==> config.mk <==
export PLATFORM = sky130hd
export DESIGN_NAME = resp_request_deframer
export DESIGN_NICKNAME = d
export VERILOG_FILES = /design/src/rtl/rrd_pkg.sv /design/src/rtl/rrd_core.sv /design/src/rtl/rrd_queue.sv /design/src/rtl/resp_request_deframer.sv
export SDC_FILE = /design/constraint.sdc
export NUM_CORES = 2
export LEC_CHECK = 0
export BUFFER_PORTS_ARGS = -buffer_cell sky130_fd_sc_hd__buf_2
export CAP_MARGIN = 20
export CORE_MARGIN = 1.5
export CORE_UTILIZATION = 35
export DETAILED_ROUTE_END_ITERATION = 16
export GPL_TIMING_DRIVEN = 0
export PLACE_DENSITY_LB_ADDON = 0.15
export SLEW_MARGIN = 20
export SYNTH_ARGS = -nofsm -noshare
export SYNTH_HDL_FRONTEND = slang
export SYNTH_SLANG_ARGS = --single-unit
==> constraint.sdc <==
create_clock -name clk -period 16.5 [get_ports clk]
set_input_delay 0.825 -clock clk [delete_from_list [all_inputs] [get_ports clk]]
set_output_delay 0.825 -clock clk [all_outputs]
set_load 0.03 [all_outputs]
==> src/rtl/rrd_pkg.sv <==
package rrd_pkg;

    localparam int RRD_MAX_RESULTS = 4;
    localparam int RRD_QUEUE_DEPTH = 8;

    localparam logic [20:0] RST_MAX_LINE_LEN  = 21'd65536;
    localparam logic [30:0] RST_MAX_ARG_COUNT = 31'd1048576;
    localparam logic [30:0] RST_MAX_BULK_LEN  = 31'd536870912;

    localparam logic [1:0] CFG_MAX_LINE_LEN  = 2'd0;
    localparam logic [1:0] CFG_MAX_ARG_COUNT = 2'd1;
    localparam logic [1:0] CFG_MAX_BULK_LEN  = 2'd2;

    localparam logic [7:0] CH_STAR   = 8'h2A;
    localparam logic [7:0] CH_DOLLAR = 8'h24;
    localparam logic [7:0] CH_CR     = 8'h0D;
    localparam logic [7:0] CH_LF     = 8'h0A;
    localparam logic [7:0] CH_TAB    = 8'h09;
    localparam logic [7:0] CH_SPACE  = 8'h20;
    localparam logic [7:0] CH_MINUS  = 8'h2D;
    localparam logic [7:0] CH_DQUOTE = 8'h22;
    localparam logic [7:0] CH_SQUOTE = 8'h27;
    localparam logic [7:0] CH_BSLASH = 8'h5C;
    localparam logic [7:0] CH_NUL    = 8'h00;
    localparam logic [7:0] CH_X      = 8'h78;
    localparam logic [4:0] HEX_NONE  = 5'd16;

    localparam logic [63:0] NUM_PRE_LIMIT = 64'd922337203685477580;
    localparam logic [63:0] NUM_MAG_LIMIT = 64'h8000_0000_0000_0000;
    localparam logic [63:0] NUM_POS_MAX   = 64'h7FFF_FFFF_FFFF_FFFF;

    typedef enum logic [2:0] {
        ST_OK           = 3'd0,
        ST_INLINE_BIG   = 3'd1,
        ST_UNBALANCED   = 3'd2,
        ST_COUNT_BIG    = 3'd3,
        ST_BAD_COUNT    = 3'd4,
        ST_LENGTH_BIG   = 3'd5,
        ST_EXP_DOLLAR   = 3'd6,
        ST_BAD_LENGTH   = 3'd7
    } status_t;

    typedef enum logic [3:0] {
        PH_IDLE, PH_INLINE, PH_HDR, PH_HDR_STUCK, PH_BLEN, PH_BLEN_STUCK,
        PH_PAYLOAD, PH_TRAIL1, PH_TRAIL2
    } phase_t;

    typedef enum logic [3:0] {
        Q_IDLE, Q_PLAIN, Q_DQ, Q_DQ_ESC, Q_DQ_X, Q_DQ_XH, Q_SQ, Q_SQ_ESC,
        Q_AFTER, Q_FAIL, Q_IGNORE
    } qmode_t;

    typedef struct packed {
        logic [7:0]  arg_byte;
        logic        byte_valid;
        logic        arg_end;
        logic        cmd_done;
        logic [30:0] arg_total;
        status_t     status;
        logic        last;
    } res_t;

    function automatic logic is_space(input logic [7:0] b);
        return (b == CH_SPACE) || (b >= 8'd9 && b <= 8'd13);
    endfunction

    function automatic logic [4:0] hex_val(input logic [7:0] b);
        logic [4:0] v;
        v = HEX_NONE;
        if (b >= 8'h30 && b <= 8'h39) v = 5'(b - 8'h30);
        else if (b >= 8'h61 && b <= 8'h66) v = 5'(b - 8'h57);
        else if (b >= 8'h41 && b <= 8'h46) v = 5'(b - 8'h37);
        return v;
    endfunction

    function automatic res_t mk_res(input logic [7:0] b, input logic v, input logic ae,
                                    input logic cd, input logic [30:0] tot,
                                    input status_t st);
        res_t r;
        r.arg_byte   = b;
        r.byte_valid = v;
        r.arg_end    = ae;
        r.cmd_done   = cd;
        r.arg_total  = tot;
        r.status     = st;
        r.last       = 1'b0;
        return r;
    endfunction

endpackage

==> src/rtl/rrd_core.sv <==
module rrd_core (
    input  logic                  clk,
    input  logic                  rst_n,
    input  logic                  cfg_we,
    input  logic [1:0]            cfg_index,
    input  logic [30:0]           cfg_data,
    input  logic                  in_valid,
    output logic                  in_ready,
    input  logic [7:0]            in_byte,
    input  logic                  room,
    output logic [2:0]            push_cnt,
    output rrd_pkg::res_t [3:0]   push_data
);
    import rrd_pkg::*;

    logic [20:0] max_line_reg;
    logic [30:0] max_arg_reg, max_bulk_reg;

    logic        in_vld_reg;
    logic [7:0]  in_byte_reg;
    logic        proc;

    phase_t      phase_reg, phase_next;
    qmode_t      qm_reg, qm_next;
    logic [20:0] ll_reg, ll_next;
    logic [30:0] args_reg, args_next;
    logic [30:0] bulk_reg, bulk_next;
    logic [30:0] total_reg, total_next;
    logic [63:0] num_reg, num_next;
    logic [3:0]  nf_reg, nf_next;      // {bad, overflow, digit, sign}
    logic [7:0]  first_reg, first_next;
    logic [7:0]  held_reg, held_next;
    logic [20:0] icnt_reg, icnt_next;
    logic        halted_reg, halted_next;

    res_t [3:0]  res;
    logic [2:0]  n;

    assign proc     = in_vld_reg && room;
    assign in_ready = !in_vld_reg || room;

    always_ff @(posedge clk or negedge rst_n)
    begin
        if (!rst_n)
        begin
            max_line_reg <= RST_MAX_LINE_LEN;
            max_arg_reg  <= RST_MAX_ARG_COUNT;
            max_bulk_reg <= RST_MAX_BULK_LEN;
        end
        else if (cfg_we)
        begin
            unique case (cfg_index)
                CFG_MAX_LINE_LEN:  max_line_reg <= cfg_data[20:0];
                CFG_MAX_ARG_COUNT: max_arg_reg  <= cfg_data;
                CFG_MAX_BULK_LEN:  max_bulk_reg <= cfg_data;
                default: ;
            endcase
        end
    end

    always_ff @(posedge clk or negedge rst_n)
    begin
        if (!rst_n)
            in_vld_reg <= 1'b0;
        else if (in_ready)
            in_vld_reg <= in_valid;
    end

    always_ff @(posedge clk)
    begin
        if (in_ready && in_valid)
            in_byte_reg <= in_byte;
    end

    always_ff @(posedge clk or negedge rst_n)
    begin
        if (!rst_n)
        begin
            phase_reg  <= PH_IDLE;
            qm_reg     <= Q_IDLE;
            ll_reg     <= '0;
            args_reg   <= '0;
            bulk_reg   <= '0;
            total_reg  <= '0;
            num_reg    <= '0;
            nf_reg     <= '0;
            first_reg  <= '0;
            held_reg   <= '0;
            icnt_reg   <= '0;
            halted_reg <= 1'b0;
        end
        else
        begin
            phase_reg  <= phase_next;
            qm_reg     <= qm_next;
            ll_reg     <= ll_next;
            args_reg   <= args_next;
            bulk_reg   <= bulk_next;
            total_reg  <= total_next;
            num_reg    <= num_next;
            nf_reg     <= nf_next;
            first_reg  <= first_next;
            held_reg   <= held_next;
            icnt_reg   <= icnt_next;
            halted_reg <= halted_next;
        end
    end

    always_comb
    begin
        logic [7:0]  b;
        logic        do_inline, do_line, do_q, q_sq, plain_go, stuck, hdr, done;
        logic        neg, ok;
        logic [63:0] v10;
        logic [7:0]  esc;
        logic [4:0]  hb, hh;

        b = in_byte_reg;
        phase_next  = phase_reg;
        qm_next     = qm_reg;
        ll_next     = ll_reg;
        args_next   = args_reg;
        bulk_next   = bulk_reg;
        total_next  = total_reg;
        num_next    = num_reg;
        nf_next     = nf_reg;
        first_next  = first_reg;
        held_next   = held_reg;
        icnt_next   = icnt_reg;
        halted_next = halted_reg;
        res = '0;
        n   = '0;
        do_inline = 1'b0;
        do_line   = 1'b0;
        do_q      = 1'b0;
        q_sq      = 1'b0;
        plain_go  = 1'b0;
        stuck     = 1'b0;
        hdr       = 1'b0;
        done      = 1'b0;
        neg       = 1'b0;
        ok        = 1'b0;
        v10       = '0;
        esc       = b;
        hb        = hex_val(b);
        hh        = hex_val(held_reg);

        if (proc && !halted_reg)
        begin
            unique case (phase_reg)
                PH_IDLE:
                begin
                    if (b == CH_STAR)
                    begin
                        phase_next = PH_HDR;
                        ll_next = '0; num_next = '0; nf_next = '0;
                        held_next = '0; first_next = '0;
                        do_line = 1'b1;
                    end
                    else
                    begin
                        phase_next = PH_INLINE;
                        ll_next = '0; qm_next = Q_IDLE; held_next = '0; icnt_next = '0;
                        do_inline = 1'b1;
                    end
                end
                PH_INLINE: do_inline = 1'b1;
                PH_HDR, PH_HDR_STUCK, PH_BLEN, PH_BLEN_STUCK: do_line = 1'b1;
                PH_PAYLOAD:
                begin
                    res[n[1:0]] = mk_res(b, 1'b1, 1'b0, 1'b0, '0, ST_OK); n = n + 3'd1;
                    bulk_next = bulk_reg - 31'd1;
                    if (bulk_next == '0) phase_next = PH_TRAIL1;
                end
                PH_TRAIL1: phase_next = PH_TRAIL2;
                PH_TRAIL2:
                begin
                    res[n[1:0]] = mk_res('0, 1'b0, 1'b1, 1'b0, '0, ST_OK); n = n + 3'd1;
                    args_next = args_reg - 31'd1;
                    if (args_next == '0)
                    begin
                        res[n[1:0]] = mk_res('0, 1'b0, 1'b0, 1'b1, total_reg, ST_OK);
                        n = n + 3'd1;
                        phase_next = PH_IDLE;
                    end
                    else
                    begin
                        phase_next = PH_BLEN;
                        ll_next = '0; num_next = '0; nf_next = '0;
                        held_next = '0; first_next = '0;
                    end
                end
                default: phase_next = PH_IDLE;
            endcase

            // Inline line: tokenizer on whitespace and quotes
            if (do_inline)
            begin
                if (b == CH_LF)
                begin
                    if (qm_next == Q_PLAIN || qm_next == Q_AFTER)
                    begin
                        icnt_next = icnt_next + 21'd1;
                        res[n[1:0]] = mk_res('0, 1'b0, 1'b1, 1'b0, '0, ST_OK); n = n + 3'd1;
                    end
                    if (qm_next != Q_PLAIN && qm_next != Q_AFTER && qm_next != Q_IDLE &&
                        qm_next != Q_IGNORE)
                    begin
                        halted_next = 1'b1;
                        res = '0;
                        res[0] = mk_res('0, 1'b0, 1'b0, 1'b0, '0, ST_UNBALANCED);
                        n = 3'd1;
                    end
                    else
                    begin
                        res[n[1:0]] = mk_res('0, 1'b0, 1'b0, 1'b1, {10'd0, icnt_next}, ST_OK);
                        n = n + 3'd1;
                        phase_next = PH_IDLE;
                    end
                end
                else if (ll_next >= max_line_reg)
                begin
                    halted_next = 1'b1;
                    res = '0;
                    res[0] = mk_res('0, 1'b0, 1'b0, 1'b0, '0, ST_INLINE_BIG);
                    n = 3'd1;
                end
                else
                begin
                    ll_next = ll_next + 21'd1;
                    case (qm_next)
                        Q_IDLE:
                        begin
                            if (is_space(b)) ;
                            else if (b == CH_NUL) qm_next = Q_IGNORE;
                            else
                            begin
                                qm_next = Q_PLAIN;
                                plain_go = 1'b1;
                            end
                        end
                        Q_PLAIN: plain_go = 1'b1;
                        Q_DQ: do_q = 1'b1;
                        Q_DQ_ESC:
                        begin
                            if (b == CH_NUL) qm_next = Q_FAIL;
                            else if (b == CH_X) qm_next = Q_DQ_X;
                            else
                            begin
                                case (b)
                                    8'h6E:   esc = 8'd10;
                                    8'h72:   esc = 8'd13;
                                    8'h74:   esc = 8'd9;
                                    8'h62:   esc = 8'd8;
                                    8'h61:   esc = 8'd7;
                                    default: esc = b;
                                endcase
                                res[n[1:0]] = mk_res(esc, 1'b1, 1'b0, 1'b0, '0, ST_OK);
                                n = n + 3'd1;
                                qm_next = Q_DQ;
                            end
                        end
                        Q_DQ_X:
                        begin
                            if (hb != HEX_NONE)
                            begin
                                held_next = b;
                                qm_next = Q_DQ_XH;
                            end
                            else
                            begin
                                res[n[1:0]] = mk_res(CH_X, 1'b1, 1'b0, 1'b0, '0, ST_OK);
                                n = n + 3'd1;
                                qm_next = Q_DQ;
                                do_q = 1'b1;
                            end
                        end
                        Q_DQ_XH:
                        begin
                            if (hb != HEX_NONE)
                            begin
                                res[n[1:0]] = mk_res({hh[3:0], hb[3:0]}, 1'b1, 1'b0, 1'b0,
                                                     '0, ST_OK);
                                n = n + 3'd1;
                                qm_next = Q_DQ;
                            end
                            else
                            begin
                                res[n[1:0]] = mk_res(CH_X, 1'b1, 1'b0, 1'b0, '0, ST_OK);
                                n = n + 3'd1;
                                res[n[1:0]] = mk_res(held_reg, 1'b1, 1'b0, 1'b0, '0, ST_OK);
                                n = n + 3'd1;
                                qm_next = Q_DQ;
                                do_q = 1'b1;
                            end
                        end
                        Q_SQ:
                        begin
                            do_q = 1'b1;
                            q_sq = 1'b1;
                        end
                        Q_SQ_ESC:
                        begin
                            qm_next = Q_SQ;
                            if (b == CH_SQUOTE)
                            begin
                                res[n[1:0]] = mk_res(CH_SQUOTE, 1'b1, 1'b0, 1'b0, '0, ST_OK);
                                n = n + 3'd1;
                            end
                            else
                            begin
                                res[n[1:0]] = mk_res(CH_BSLASH, 1'b1, 1'b0, 1'b0, '0, ST_OK);
                                n = n + 3'd1;
                                do_q = 1'b1;
                                q_sq = 1'b1;
                            end
                        end
                        Q_AFTER:
                        begin
                            if (is_space(b) || b == CH_NUL)
                            begin
                                icnt_next = icnt_next + 21'd1;
                                res[n[1:0]] = mk_res('0, 1'b0, 1'b1, 1'b0, '0, ST_OK);
                                n = n + 3'd1;
                                qm_next = (b == CH_NUL) ? Q_IGNORE : Q_IDLE;
                            end
                            else
                                qm_next = Q_FAIL;
                        end
                        default: ;
                    endcase

                    if (plain_go)
                    begin
                        if (b == CH_SPACE || b == CH_CR || b == CH_TAB || b == CH_NUL)
                        begin
                            icnt_next = icnt_next + 21'd1;
                            res[n[1:0]] = mk_res('0, 1'b0, 1'b1, 1'b0, '0, ST_OK);
                            n = n + 3'd1;
                            qm_next = (b == CH_NUL) ? Q_IGNORE : Q_IDLE;
                        end
                        else if (b == CH_DQUOTE) qm_next = Q_DQ;
                        else if (b == CH_SQUOTE) qm_next = Q_SQ;
                        else
                        begin
                            res[n[1:0]] = mk_res(b, 1'b1, 1'b0, 1'b0, '0, ST_OK);
                            n = n + 3'd1;
                        end
                    end

                    // Quoted byte: close, escape, fail on NUL or plain data
                    if (do_q)
                    begin
                        if (b == CH_NUL) qm_next = Q_FAIL;
                        else if (b == CH_BSLASH) qm_next = q_sq ? Q_SQ_ESC : Q_DQ_ESC;
                        else if (b == (q_sq ? CH_SQUOTE : CH_DQUOTE)) qm_next = Q_AFTER;
                        else
                        begin
                            res[n[1:0]] = mk_res(b, 1'b1, 1'b0, 1'b0, '0, ST_OK);
                            n = n + 3'd1;
                        end
                    end
                end
            end

            // Count or length line
            if (do_line)
            begin
                stuck = (phase_next == PH_HDR_STUCK) || (phase_next == PH_BLEN_STUCK);
                hdr   = (phase_next == PH_HDR) || (phase_next == PH_HDR_STUCK);
                if (!stuck && b == CH_LF)
                begin
                    if (ll_next >= 21'd1 && held_next[0])
                    begin
                        done = 1'b1;
                        neg = nf_next[0];
                        ok  = nf_next[1] && !nf_next[3] && !nf_next[2] &&
                              (neg || num_next <= NUM_POS_MAX);
                        if (hdr)
                        begin
                            if (!ok || (!neg && num_next > {33'd0, max_arg_reg}))
                            begin
                                halted_next = 1'b1;
                                res = '0;
                                res[0] = mk_res('0, 1'b0, 1'b0, 1'b0, '0, ST_BAD_COUNT);
                                n = 3'd1;
                            end
                            else if (neg || num_next == '0)
                            begin
                                res[n[1:0]] = mk_res('0, 1'b0, 1'b0, 1'b1, '0, ST_OK);
                                n = n + 3'd1;
                                phase_next = PH_IDLE;
                            end
                            else
                            begin
                                args_next  = num_next[30:0];
                                total_next = num_next[30:0];
                                phase_next = PH_BLEN;
                                ll_next = '0; num_next = '0; nf_next = '0;
                                held_next = '0; first_next = '0;
                            end
                        end
                        else if (first_next != CH_DOLLAR)
                        begin
                            halted_next = 1'b1;
                            res = '0;
                            res[0] = mk_res('0, 1'b0, 1'b0, 1'b0, '0, ST_EXP_DOLLAR);
                            n = 3'd1;
                        end
                        else if (!ok || (neg && num_next != '0) ||
                                 num_next > {33'd0, max_bulk_reg})
                        begin
                            halted_next = 1'b1;
                            res = '0;
                            res[0] = mk_res('0, 1'b0, 1'b0, 1'b0, '0, ST_BAD_LENGTH);
                            n = 3'd1;
                        end
                        else
                        begin
                            bulk_next  = num_next[30:0];
                            phase_next = (num_next[30:0] != '0) ? PH_PAYLOAD : PH_TRAIL1;
                        end
                    end
                    else
                    begin
                        phase_next = hdr ? PH_HDR_STUCK : PH_BLEN_STUCK;
                        stuck = 1'b1;
                    end
                end
                if (!done)
                begin
                    if (ll_next >= max_line_reg)
                    begin
                        halted_next = 1'b1;
                        res = '0;
                        res[0] = mk_res('0, 1'b0, 1'b0, 1'b0, '0,
                                        hdr ? ST_COUNT_BIG : ST_LENGTH_BIG);
                        n = 3'd1;
                    end
                    else
                    begin
                        if (!stuck)
                        begin
                            if (ll_next == '0)
                                first_next = b;
                            else
                            begin
                                if (held_next[0] && ll_next >= 21'd2) nf_next[3] = 1'b1;
                                if (b != CH_CR)
                                begin
                                    if (b == CH_MINUS && ll_next == 21'd1)
                                        nf_next[0] = 1'b1;
                                    else if (b < 8'h30 || b > 8'h39)
                                        nf_next[3] = 1'b1;
                                    else
                                    begin
                                        nf_next[1] = 1'b1;
                                        if (!nf_next[2])
                                        begin
                                            if (num_next > NUM_PRE_LIMIT)
                                                nf_next[2] = 1'b1;
                                            else
                                            begin
                                                v10 = {num_next[60:0], 3'b000} +
                                                      {num_next[62:0], 1'b0} +
                                                      {60'd0, b[3:0]};
                                                num_next = v10;
                                                if (v10 > NUM_MAG_LIMIT) nf_next[2] = 1'b1;
                                            end
                                        end
                                    end
                                end
                            end
                            held_next = (b == CH_CR) ? 8'd1 : 8'd0;
                        end
                        ll_next = ll_next + 21'd1;
                    end
                end
            end
        end

        if (n != '0)
            res[2'(n - 3'd1)].last = 1'b1;
        push_data = res;
        push_cnt  = proc ? n : 3'd0;
    end

endmodule

==> src/rtl/rrd_queue.sv <==
module rrd_queue #(
    parameter int DEPTH = rrd_pkg::RRD_QUEUE_DEPTH
) (
    input  logic                  clk,
    input  logic                  rst_n,
    input  logic [2:0]            push_cnt,
    input  rrd_pkg::res_t [3:0]   push_data,
    output logic                  room,
    output logic                  out_valid,
    input  logic                  out_ready,
    output rrd_pkg::res_t         head
);
    import rrd_pkg::*;

    localparam int PW = (DEPTH > 1) ? $clog2(DEPTH) : 1;
    localparam int CW = $clog2(DEPTH + 1);

    res_t          mem [DEPTH];
    logic [PW-1:0] wr_ptr_reg, rd_ptr_reg;
    logic [CW-1:0] count_reg;
    logic          pop;
    logic [PW:0]   slot [RRD_MAX_RESULTS];
    logic [PW:0]   wr_adv;

    assign pop       = out_valid && out_ready;
    assign out_valid = count_reg != '0;
    assign room      = count_reg <= CW'(DEPTH - RRD_MAX_RESULTS);
    assign head      = mem[rd_ptr_reg];

    always_comb
    begin
        for (int k = 0; k < RRD_MAX_RESULTS; k++)
        begin
            slot[k] = {1'b0, wr_ptr_reg} + (PW+1)'(k);
            if (slot[k] >= (PW+1)'(DEPTH)) slot[k] = slot[k] - (PW+1)'(DEPTH);
        end
        wr_adv = {1'b0, wr_ptr_reg} + (PW+1)'(push_cnt);
        if (wr_adv >= (PW+1)'(DEPTH)) wr_adv = wr_adv - (PW+1)'(DEPTH);
    end

    always_ff @(posedge clk)
    begin
        for (int k = 0; k < RRD_MAX_RESULTS; k++)
            if (3'(k) < push_cnt)
                mem[slot[k][PW-1:0]] <= push_data[k];
    end

    always_ff @(posedge clk or negedge rst_n)
    begin
        if (!rst_n)
        begin
            wr_ptr_reg <= '0;
            rd_ptr_reg <= '0;
            count_reg  <= '0;
        end
        else
        begin
            wr_ptr_reg <= wr_adv[PW-1:0];
            if (pop)
                rd_ptr_reg <= (rd_ptr_reg == PW'(DEPTH - 1)) ? '0 : rd_ptr_reg + PW'(1);
            count_reg <= count_reg + CW'(push_cnt) - CW'(pop);
        end
    end

endmodule

==> src/rtl/resp_request_deframer.sv <==
// Request deframer: one raw request byte per input word, argument events out.
//
// Input channel  in_valid / in_ready / in_byte: the connection byte stream.
// Output channel out_valid / out_ready carries one event per word: a data
//   byte (byte_valid), an argument end (arg_end), a command end (cmd_done,
//   with arg_total) or an error (status nonzero). last marks the final word
//   caused by one input byte; a byte may cause none or up to three words.
// Config port cfg_we / cfg_index / cfg_data writes max_line_len (0),
//   max_arg_count (1) and max_bulk_len (2); write only while idle.
// Path: an accepted byte waits in the input register until the queue has room,
//   is parsed combinationally, and its words are written into the result queue,
//   whose head drives the output.
// Throughput: one byte per cycle while each byte yields at most one word and
//   out_ready is high; the result queue drains one word per cycle while
//   out_ready is high, which sets the long-run rate. in_ready is high while
//   the input register is empty or the queue has room for four words.
// Reset: limits return to defaults, parser goes idle, queue empties.
// Stall: with out_ready low the queue holds its words; once it lacks room for
//   another byte's worth, in_ready drops until words are taken.
// After any error word the parser drops all input until reset.
module resp_request_deframer #(
    parameter int QUEUE_DEPTH = rrd_pkg::RRD_QUEUE_DEPTH
) (
    input  logic        clk,
    input  logic        rst_n,
    input  logic        cfg_we,
    input  logic [1:0]  cfg_index,
    input  logic [30:0] cfg_data,
    input  logic        in_valid,
    output logic        in_ready,
    input  logic [7:0]  in_byte,
    output logic        out_valid,
    input  logic        out_ready,
    output logic [7:0]  arg_byte,
    output logic        byte_valid,
    output logic        arg_end,
    output logic        cmd_done,
    output logic [30:0] arg_total,
    output logic [2:0]  status,
    output logic        last
);
    import rrd_pkg::*;

    logic        room;
    logic [2:0]  push_cnt;
    res_t [3:0]  push_data;
    res_t        head;

    // Parser: input register, state and per-byte event build
    rrd_core u_core (
        .clk       (clk),
        .rst_n     (rst_n),
        .cfg_we    (cfg_we),
        .cfg_index (cfg_index),
        .cfg_data  (cfg_data),
        .in_valid  (in_valid),
        .in_ready  (in_ready),
        .in_byte   (in_byte),
        .room      (room),
        .push_cnt  (push_cnt),
        .push_data (push_data)
    );

    // Result queue: takes up to four words a cycle, hands out one
    rrd_queue #(
        .DEPTH (QUEUE_DEPTH)
    ) u_queue (
        .clk       (clk),
        .rst_n     (rst_n),
        .push_cnt  (push_cnt),
        .push_data (push_data),
        .room      (room),
        .out_valid (out_valid),
        .out_ready (out_ready),
        .head      (head)
    );

    assign arg_byte   = head.arg_byte;
    assign byte_valid = head.byte_valid;
    assign arg_end    = head.arg_end;
    assign cmd_done   = head.cmd_done;
    assign arg_total  = head.arg_total;
    assign status     = head.status;
    assign last       = head.last;

endmodule

==> results.sh <==
export IMPL_status="complete, no violations"
export IMPL_antenna_found_initial=3
export IMPL_synth_cell_types=127
export IMPL_synthFlopType="edfxtp_1"
export IMPL_start_util=0.352
export IMPL_gp_congestion=0.968
export IMPL_drtIter0Drc=4627
export IMPL_p_total_mw=7.19
export IMPL_cts_sinks=698
export IMPL_drc=0
export IMPL_tightest_slew_ps=1200
export IMPL_syn_inst=5155
export IMPL_arrival_ps=16100
export IMPL_overflow=0
export IMPL_relSlewSlack=0.201
export IMPL_powerDensity_nw_per_um2=129
export IMPL_synth_nets=5478
export IMPL_ioPinCount=94
export IMPL_die_h_um=377
export IMPL_finalHoldViolCount=0
export IMPL_cts_resized=0
export IMPL_grt_max_degree=88
export IMPL_portBuffers=93
export IMPL_cts_hold_fix_buffers=0
export IMPL_synth_area_um2=49000
export IMPL_grt_usage=0.266
export IMPL_hold_class="input port to asynchronous set/reset pin"
export IMPL_yosysTopAreaCell="edfxtp_1"
export IMPL_yosysSeqAreaShare=0.395
export IMPL_drtAntennaViolNets=0
export IMPL_period_minus_slack_ps=15510
export IMPL_fin_skew_ps=44.0
export IMPL_slew_violations=0
export IMPL_vias_per_cell=5.98
export IMPL_vias=43800
export IMPL_coreArea_um2=139000
export IMPL_synth_top_area_share=0.230
export IMPL_nets=5698
export IMPL_clock_root_buffer="clkbuf_16"
export IMPL_cts_clk_slew_worst_paths_ps=60
export IMPL_timing_worst_setup_path_type="register to register"
export IMPL_largest_reg_flops=368
export IMPL_placed_area_um2=52600
export IMPL_final_core_util=0.400
export IMPL_ir_drop_mv=0.0902
export IMPL_drive_above_1_share=0.127
export IMPL_worstSetupEndpointType="register"
export IMPL_setup_viol=0
export IMPL_dieArea_um2=142000
export IMPL_max_stage_delay_ps=640
export IMPL_timing_final_crit_share=0.940
export IMPL_syn_to_final_growth_pct=13.6
export IMPL_synthTopCellsByArea="edfxtp_1, dfrtp_1, ha_1, mux4_2, nand2_1"
export IMPL_cp_data_required_time_ps=17090
export IMPL_cp_max_fo=10
export IMPL_p_leak_nw=22.2
export IMPL_cts_path_max_buffers=3
export IMPL_avgSynthCellArea_um2=9.51
export IMPL_fin_area_um2=55700
export IMPL_cts_tree="done"
export IMPL_grt_pass1_vias=42600
export IMPL_antenna_cells=0
export IMPL_worst_path_max_delay_cell="clkbuf_1"
export IMPL_cts_setup_buffers=0
export IMPL_wl_per_cell_um=26.3
export IMPL_clk_latency_ps=740
export IMPL_htree_levels=3
export IMPL_rsz0062_at_grt="no"
export IMPL_fmax_ghz=0.0645
export IMPL_ys_ff_latch=698
export IMPL_first_pass_iters=7
export IMPL_async_flop_share=0.461
export IMPL_ys_warn_count=0
export IMPL_cts_buffers=88
export IMPL_synth_edf_count=376
export IMPL_die_w_um=377
export IMPL_row_count=137
export IMPL_cap_violations=0
export IMPL_dpl_hpwl_um=145000
export IMPL_grt_pass1_wl_um=284000
export IMPL_start_kind="register"
export IMPL_routed_wl_um=192000
export IMPL_whs_ps=98.3
## area by class of cell
cell class,count,area (µm²)
repair buffers,130,1080
flip-flops and latches,698,19400
well taps,1876,2350
plain buffers,323,1340
inverters,227,852
clock inverters,44,593
clock buffers,115,2460
fillers,14100,83500
multi-input cells,3907,27600
## kinds of logic (layout without fill, tap and decap cells)
family,count (synthesis),in the layout,synth area share
AOI/OAI and AO/OA,1513,1513,0.208
xor gates and xnor gates,172,172,0.0307
buffers and inverters,550,839,0.0446
DFF,698,698,0.395
other,1,1,0.0000765
muxes,228,228,0.0731
adders and majority gates,277,277,0.0712
and+or+nand+nor,1716,1716,0.177
## synth_stat cells, types with 14 or more instances
cell type / count
or3_1: 31
and4_1: 17
o21ai_1: 14
buf_1: 33
nand4_1: 70
a22oi_1: 47
mux4_2: 92
nand3_1: 137
inv_1: 224
nand2b_1: 41
a32oi_1: 14
a21oi_1: 283
o21bai_1: 30
nand2_1: 542
or4_1: 18
o22a_1: 38
a22o_1: 73
dfrtp_1: 319
xor2_1: 70
a21o_1: 79
buf_2: 49
o2bb2ai_1: 15
and2_1: 160
o22ai_1: 196
o211ai_1: 26
nor2_1: 315
mux2_2: 116
ha_1: 274
o21ai_0: 344
and3_1: 42
nor2b_1: 30
a211o_1: 17
nor3_1: 123
edfxtp_1: 376
a31oi_1: 33
or2_2: 29
nor4_1: 61
o21a_1: 30
xnor2_1: 102
o221ai_1: 69
mux2i_1: 19
a211oi_1: 29
clkbuf_1: 228
o31ai_1: 20
## cells in the final DEF, fill, tap and decap left out, types with 119 or more instances in the layout
cell,Yosys,routed
inv_1,224,224
ha_1,274,274
dfrtp_1,319,319
nand2_1,542,542
o21ai_0,344,343
nor3_1,123,119
nor2_1,315,315
buf_2,49,145
o22ai_1,196,196
a21oi_1,283,283
nand3_1,137,137
edfxtp_1,376,376
and2_1,160,160
clkbuf_1,228,241
## report_power, final
| part | switching (mW) | internal, mW | total (mW) |
|---|---|---|---|
| clock | 0.839 | 1.20 | 2.04 |
| sequential | 0.0911 | 2.11 | 2.20 |
| combinational | 2.02 | 0.935 | 2.95 |
| total | 2.95 | 4.25 | 7.19 |
## worst max-delay path, delay by kind of cell, from the launching register on
family | cells | cell delay (ps)
and+or+nand+nor | 20 | 7350
buffers and inverters | 9 | 3120
AOI/OAI and AO/OA | 12 | 3050
adders and majority gates | 5 | 1190
DFF | 1 | 450
xor gates and xnor gates | 1 | 190
## path summary, 6_finish.rpt
kind	start	to	slack, ps	depth (start not counted)
hold / removal	rst_n	u_core.max_arg_reg[10]	100	1
setup reg to reg	u_core.args_reg[0]	u_core.nf_reg[2]	990	47
min in group clk	in_byte[3]	u_core.in_byte_reg[3]	280	1
setup / recovery	u_core.args_reg[0]	u_core.nf_reg[2]	990	47
hold reg to reg	u_core.halted_reg	u_core.halted_reg	480	1
max in group asynchronous	rst_n	u_core.num_reg[31]	14620	4
## stage by stage
step	instances	TNS [ps]	setup slack [ps]
6_report	7320	0	986
3_5_place_dp	7161	0	1150
5_1_grt	7320	0	80.8
3_3_place_gp	7124	-985300	-4280
4_1_cts	7320	0	1090
2_1_floorplan	5155	0	4230
## metal layers
metal  GRT usage  share of wire  up-vias
met5           0       0.000068        -
met4      0.0885          0.035        2
met3      0.0348          0.064      351
met2       0.438           0.47     1807
met1       0.358           0.43    21700
li1            -              -    19900
Power figures use the tool's default switching activity.
